[src/rtl/core/bgeq_pkg.sv]
`timescale 1ns / 1ps
// ----------------------------------------------------------------------------
// Band-gain FIR equalizer package
// Sizes, register indexes and the control bundle of the shared MAC unit.
// ----------------------------------------------------------------------------
package bgeq_pkg;

    // data word and filter geometry
    localparam int DW    = 32;
    localparam int TAPS  = 99;
    localparam int BANDS = 4;

    // tap address, tap counter (0..TAPS), sweep counter (0..TAPS+1), band counter
    localparam int AW  = $clog2(TAPS);
    localparam int TW  = $clog2(TAPS + 1);
    localparam int CW  = $clog2(TAPS + 2);
    localparam int BW  = $clog2(BANDS + 1);

    // config bus: two 32-bit registers at byte offsets 0 and 4
    localparam int PAW = 3;
    localparam logic REG_START  = 1'b0;
    localparam logic REG_FILTER = 1'b1;

    // shared MAC control
    typedef struct packed {
        logic mul_en;
        logic acc_clr;
        logic acc_add;
    } t_mac_ctrl;

endpackage

[src/rtl/core/bgeq_mac.sv]
`timescale 1ns / 1ps
// ----------------------------------------------------------------------------
// Equalizer shared multiply-accumulate unit
// One registered 32x32 multiplier (low word kept) followed by a wrapping
// 32-bit accumulator. Used for coefficient scaling and for the FIR sweep.
// ----------------------------------------------------------------------------
module bgeq_mac (
    input  logic                   i_clk,
    input  bgeq_pkg::t_mac_ctrl    i_ctrl,
    input  logic [bgeq_pkg::DW-1:0] i_a,
    input  logic [bgeq_pkg::DW-1:0] i_b,
    output logic [bgeq_pkg::DW-1:0] o_prod,
    output logic [bgeq_pkg::DW-1:0] o_acc
);
    import bgeq_pkg::*;

    logic [DW-1:0]   r_prod;
    logic [DW-1:0]   r_acc;
    logic [2*DW-1:0] full_prod;

    // full product, low word is what wraps
    assign full_prod = i_a * i_b;

    // product register
    always_ff @(posedge i_clk) begin
        if (i_ctrl.mul_en) begin
            r_prod <= full_prod[DW-1:0];
        end
    end

    // accumulator
    always_ff @(posedge i_clk) begin
        if (i_ctrl.acc_clr) begin
            r_acc <= '0;
        end else if (i_ctrl.acc_add) begin
            r_acc <= r_acc + r_prod;
        end
    end

    assign o_prod = r_prod;
    assign o_acc  = r_acc;

endmodule

[config.mk]
export PLATFORM = sky130hd
export DESIGN_NAME = bgeq_mac
export DESIGN_NICKNAME = d
export VERILOG_FILES = /design/src/rtl/core/bgeq_pkg.sv /design/src/rtl/core/bgeq_mac.sv
export SDC_FILE = /design/constraint.sdc
export NUM_CORES = 1
export LEC_CHECK = 0
export BUFFER_PORTS_ARGS = -buffer_cell sky130_fd_sc_hd__clkbuf_2
export CORE_UTILIZATION = 25
export CTS_CLUSTER_SIZE = 10
export DETAILED_ROUTE_END_ITERATION = 12
export PLACE_DENSITY = 0.52
export SLEW_MARGIN = 5
export SYNTH_ARGS = -nofsm -noshare
export SYNTH_HDL_FRONTEND = slang
export SYNTH_SLANG_ARGS = --single-unit
export TNS_END_PERCENT = 10
[constraint.sdc]
create_clock -name i_clk -period 12.4 [get_ports i_clk]
set_clock_uncertainty 0.1 [all_clocks]
set_input_delay 1.24 -clock i_clk [delete_from_list [all_inputs] [get_ports i_clk]]
set_output_delay 1.24 -clock i_clk [all_outputs]
set_load 0.005 [all_outputs]
==> results of run 1 <==
-- layer usage --
layer	part of all wire, %	GRT usage, %
met5	0	0
met4	2.5	3.98
met3	4.6	1.99
met2	46	24.0
met1	46	19.4
-- metrics by stage --
stage	utilization, %	hold WS [ns]	worst slack [ns]	cell area [um2]
finish	27.9	0.390	4.20	21200
global route	27.8	0.422	3.76	21200
CTS	27.8	0.394	4.17	21200
detailed placement	27.5	0.383	3.78	20900
global placement	27.5	0.371	3.97	20900
floorplan	-	0.369	4.34	19300
-- cell usage after synthesis (all sizes together), types with 12 or more instances --
library cell	n
a21o	30
a21oi	50
and2	271
clkbuf	94
dfxtp	32
edfxtp	32
fa	409
ha	154
inv	405
mux2i	16
nand2	285
nand3	12
nor2	65
o21ai	34
xnor2	85
xor2	21
-- registers in the layout, summed over array words and instances (netlist names) --
register and count:
o_acc 32, o_prod 32
-- cell families (layout without fill, tap and decap cells) --
| kind of cell | after synthesis | in the layout | share of synthesized area (%) |
|---|---|---|---|
| flip-flops | 64 | 64 | 8.31 |
| XOR/XNOR | 106 | 106 | 4.82 |
| multiplexers | 17 | 17 | 0.889 |
| other | 0 | 2 | 0 |
| AO/OA/AOI/OAI | 178 | 178 | 6.25 |
| AND/OR/NAND/NOR | 677 | 677 | 17.5 |
| adder cells (fa/ha/maj) | 563 | 563 | 52.5 |
| buffers and inverters | 503 | 563 | 9.80 |
-- worst min-delay path: cells and delay by family, from the launching register on --
kind	cells	cell delay [ns]
AO/OA/AOI/OAI	1	0.05
flip-flops	1	0.33
AND/OR/NAND/NOR	1	0.06
-- layout by cell type (no fill, tap or decap), drive strengths merged, types with 6 or more instances in the layout --
cell / instances
nor2b: 7
a211oi: 9
a21o: 30
inv: 406
xor2: 21
nand2: 285
nand3: 12
o21ai: 34
edfxtp: 32
ha: 154
fa: 409
buf: 10
nor2: 65
o21a: 9
clkbuf: 143
a21oi: 50
nor3: 9
and2: 271
nand2b: 7
mux2i: 16
dfxtp: 32
xnor2: 85
o21bai: 6
-- worst paths after layout --
path                               start                     end  slack [ns]  cells past startpoint
setup / recovery                 i_a[10]    o_prod[31]$_DFFE_PP_        4.20                     22
setup reg to reg     o_prod[6]$_DFFE_PP_  o_acc[31]$_SDFFE_PP0P_        9.13                     10
hold / removal    o_acc[30]$_SDFFE_PP0P_  o_acc[30]$_SDFFE_PP0P_        0.39                      2
hold reg to reg   o_acc[30]$_SDFFE_PP0P_  o_acc[30]$_SDFFE_PP0P_        0.39                      2
-- cell type report --
type / instances / area share (%)
multi-input cells: 1541 / 74.5
inverters: 406 / 7.19
clock buffers: 12 / 1.12
flip-flops and latches: 64 / 7.56
clock inverters: 4 / 0.100
well taps: 1030 / 6.08
diodes: 2 / 0.0236
repair buffers: 141 / 3.45
==> summary.md, run 1 <==
| Metric | Value |
|---|---|
| Clk_lat worst skew | 0.34 ns |
| Final nets | around 2800 |
| Multi-input gate area | 15800 um2 |
| # IOs | around 130 |
| Setup TNS | 0 ns |
| Cell Count, Final, Fillers Out | 3200 |
| Reg clk slew, reported paths | 0.06 ns |
| CP required | 12.36 ns |
| Synth warn | 0 |
| Die Area | between 70000 and 80000 um2 |
| Drt pass-1 iters | 5 |
| Avg Cell Area, Syn | 9.14 um2 |
| H-tree depth | 3 |
| Post-DP HPWL | 43.4 mm |
| Global-route wire length before repair | around 86 mm |
| Largest net degree at the start of global routing | 39 |
| Crit-path slowest cell | fa_1 |
| Post-synthesis register bit count | 64 |
| CTS root buffer | clkbuf_16 |
| Startpoint types | input pin |
| Endpoints failing setup | 0 |
| Sink Count | 64 |
| Drt total wl | 54.3 mm |
| Initial antenna violation count | 2 |
| Synth area leaders | fa_1 42%, ha_1 10%, and2_1 8.8% |
| Netlist cell types | 65 |
| Least-Margin Pin Slew | 0.788 ns |
| Critical path class | input pin to flip-flop |
| Hold-fix buffers at CTS | 0 |
| Synth Flop Type | edfxtp_1 |
| Share of the synthesized area in the top cell type | 42.5% |
| DIE WIDTH | 280 um |
| Critical Path AT | 8.16 ns |
| Min-Delay Path Class | flip-flop to flip-flop |
| Std-Cell Core Area | 76100 um2 |
| Synth-to-Final Area Change | 9.95% |
| Clk buf depth | 2 |
| Crit-path most repeated cell | fa_1 |
| Vias in the first global route | 14831 |
| Setup Buffers After CTS | 0 |
| Final Max Slew Viols | 0 |
| GRT Overall Usage | roughly 14% |
| Via count | between 10000 and 15000 |
| Max-cap violations | 0 |
| Placed instance count | between 3000 and 4000 |
| Final Hold Fails | 0 |
| I/O Buffers | 131 |
| Endpoint type of the worst setup path | flip-flop |
| Fin crit share | between 60% and 70% |
| Maximum clock frequency | 122 MHz |
| Fillers | 8247 |
| Worst Path Buf+Inv | 3 |
| Post-synth EDFFs | 32 |
| Critical path, cell by cell | clkbuf_2 -> and2_1 -> fa_1 -> inv_1 -> fa_1 -> fa_1 -> fa_1 -> inv_1 -> ha_1 -> ha_1 -> fa_1 -> fa_1 -> ha_1 -> a21o_1 -> a21o_1 -> a21o_1 -> a211oi_1 -> o21ai_0 -> a211oi_1 -> o21ai_0 -> a21oi_1 -> xnor2_1 |
| Site Rows | 101 |
| Slew HR | 47.5% |
| CTS resizes | 0 |
| Num CTS Buffers | 9 |
| Top cell type by total area after synthesis | fa_1 |
| Seq. cell area | between 1500 and 2000 um2 |
| CP top delay family | adder cells |
| Post-Syn Nets | roughly 2700 |
| Vias/cell | 4.36 |
| Mapped cell area | 19300 um2 |
| Wire length per cell after detailed routing | around 17 um |
| Worst-path maximum fanout | 22 |
| Post-synth ARST share | 0% |
| Largest stage delay, worst path | approximately 0.54 ns |
| TritonCTS clock tree | yes |
| Outcome | finished clean |
| Fraction of layout cells with a size suffix above 1 | 7.61% |
| RSZ-0062 raised after global routing | no |
| Post-route ant nets | 0 |
| RePlAce Congestion | 0.803 |
| DR DRC count | 0 |
| Iteration-0 DRC Markers | 547 |
| Initial Util | 25.3% |
| Gr ovfl total | 0 |
| Sequential cell area fraction in the yosys report | 8.31% |
| Crit path time final | between 8 and 9 ns |
| Mapped Cells | between 2000 and 2500 |
| Die Y | 280 um |
Power of run 1 is left out: the tool's default activity adds up to more than one toggle a clock period on the data nets, which glitch-free logic cannot reach.
==> run 2: changes to the inputs <==
PLACE_DENSITY = 0.53   (was 0.52)
clock period = 6.76 ns   (was 12.4 ns; I/O delays follow)
==> summary.md, run 2 (synthesis results as in run 1) <==
| Metric | Value |
|---|---|
| Die Area | 78200 um2 |
| # IOs | 132 |
| Std-Cell Core Area | 76100 um2 |
| CP required | 6.74 ns |
| GRT Max-Usage Layer | met2 |
| Setup TNS | -0.502 ns |
| Vias in the first global route | 15533 |
| Worst-path maximum fanout | 4 |
| Die Y | around 280 um |
| RePlAce Congestion | 0.840 |
| Largest stage delay, worst path | ~0.57 ns |
| Final core utilization | 30.8% |
| Drt pass-1 iters | 8 |
| Most common cell after layout, fill and taps aside | inv_1 |
| Site Rows | 101 |
| Iteration-0 DRC Markers | 623 |
| Outcome | complete, but fails checks |
| Post-route ant nets | 0 |
| Initial antenna violation count | 2 |
| Critical Path AT | 6.93 ns |
| Commonest non-fill, non-tap cells in the layout | 398 x inv_1, 391 x fa_1, 283 x nand2_1, 265 x and2_1, 200 x buf_4 |
| Failing checks | setup timing |
| Post-DP HPWL | 48.8 mm |
| Maximum clock frequency | 144 MHz |
| Startpoint types | input pin |
| Final Hold Fails | 0 |
| Critical path class | input pin to flip-flop |
| Wire length per cell after detailed routing | between 15 and 20 um |
| Routing usage on met2 | 24.7% |
| Gr ovfl total | 0 |
| Fin Hold WS | 0.383 ns |
| Drt total wl | 55.8 mm |
| DR DRC count | 0 |
| Least-Margin Pin Slew | about 0.8 ns |
| Grt met1 use | 20.4% |
| Clk_lat worst skew | 0.33 ns |
| Crit path time final | 6.95 ns |
| Crit-path most repeated cell | fa_1 |
| TritonCTS clock tree | yes |
| Slew HR | 46.6% |
| Sink Count | 64 |
| H-tree depth | 3 |
| Reg clk slew, reported paths | 0.05 ns |
| Fin crit share | 103% |
| GRT Overall Usage | 14.9% |
| RSZ-0062 raised after global routing | yes |
| Max-cap violations | 0 |
| Synth-to-Final Area Change | 21.5% |
| Largest net degree at the start of global routing | 39 |
| Endpoints failing setup | 5 |
| Initial Util | 25.3% |
| Global-route wire length before repair | 89.5 mm |
| Met3 Use GR | 1.97% |
| CTS root buffer | clkbuf_16 |
| Final Max Slew Viols | 0 |
| Final nets | 3010 |
| Clk buf depth | 2 |
| Min-Delay Path Class | flip-flop to flip-flop |
| Antenna diode count | 0 |
| Crit-path slowest cell | fa_1 |
| Vias/cell | 4.23 |
| Endpoint type of the worst setup path | flip-flop |
| Num CTS Buffers | 9 |
| DIE WIDTH | between 200 and 300 um |
| I/O Buffers | approximately 130 |
| Dpl ws | -0.812 ns |
| Via count | 14435 |
| Fraction of layout cells with a size suffix above 1 | between 10% and 20% |
| Final worst slack | -0.188 ns |
| Critical path, cell by cell | clkbuf_2 -> and2_1 -> fa_1 -> inv_1 -> fa_1 -> fa_2 -> fa_1 -> inv_1 -> fa_1 -> fa_1 -> fa_1 -> fa_1 -> ha_1 -> buf_4 -> a21o_1 -> a21oi_2 -> o21ai_1 -> o41a_1 -> a211o_1 -> a21oi_2 -> xnor2_1 |
==> run 2: critical path, delay by kind of cell <==
family / cells / cell delay [ns]
fa+ha+maj: 9 / 4.30
compound gates: 6 / 1.29
buf+inv: 4 / 0.40
simple gates: 1 / 0.20
xor+xnor: 1 / 0.07
==> run 2: path summary, 6_finish.rpt <==
kind	cells past startpoint	slack, ns	end	start
max	21	-0.19	o_prod[30]$_DFFE_PP_	i_a[20]
min	2	0.38	o_acc[30]$_SDFFE_PP0P_	o_acc[30]$_SDFFE_PP0P_
max reg2reg	10	3.49	o_acc[31]$_SDFFE_PP0P_	o_prod[6]$_DFFE_PP_
min reg2reg	2	0.38	o_acc[30]$_SDFFE_PP0P_	o_acc[30]$_SDFFE_PP0P_
==> run 2: timing repair <==
item                                    CTS  global route
resized for setup                        87            23
buffers inserted                          6             0
pin swaps                                46             9
endpoints found under the setup margin   12            12
gates cloned                              2             0
hold buffers                              0             0
==> run 2: area by class of cell <==
type	count	area [um2]
multi-input combinational	1541	16000
clock inverter	4	45.0
timing repair buffer	357	2770
tap	1030	1290
clock buffer	12	246
fill	8156	52700
sequential	64	1600
inverter	406	1520
==> run 2: stage by stage <==
step / instances / area (um2)
finish: 3414 / 23400
global route: 3414 / 23400
CTS: 3414 / 23300
detailed placement: 3390 / 22700
global placement: 3390 / 22700
floorplan: 2108 / 19400
==> run 2: layer usage <==
| metal | up-vias | wire length, um | part of all wire [%] |
|---|---|---|---|
| met2 | 286 | 26000 | 47 |
| met5 | - | 0 | 0 |
| met1 | 7198 | 26000 | 47 |
| li1 | 6905 | - | - |
| met4 | 0 | 1200 | 2.2 |
| met3 | 46 | 2560 | 4.6 |
Power of run 2 is left out for the same reason.
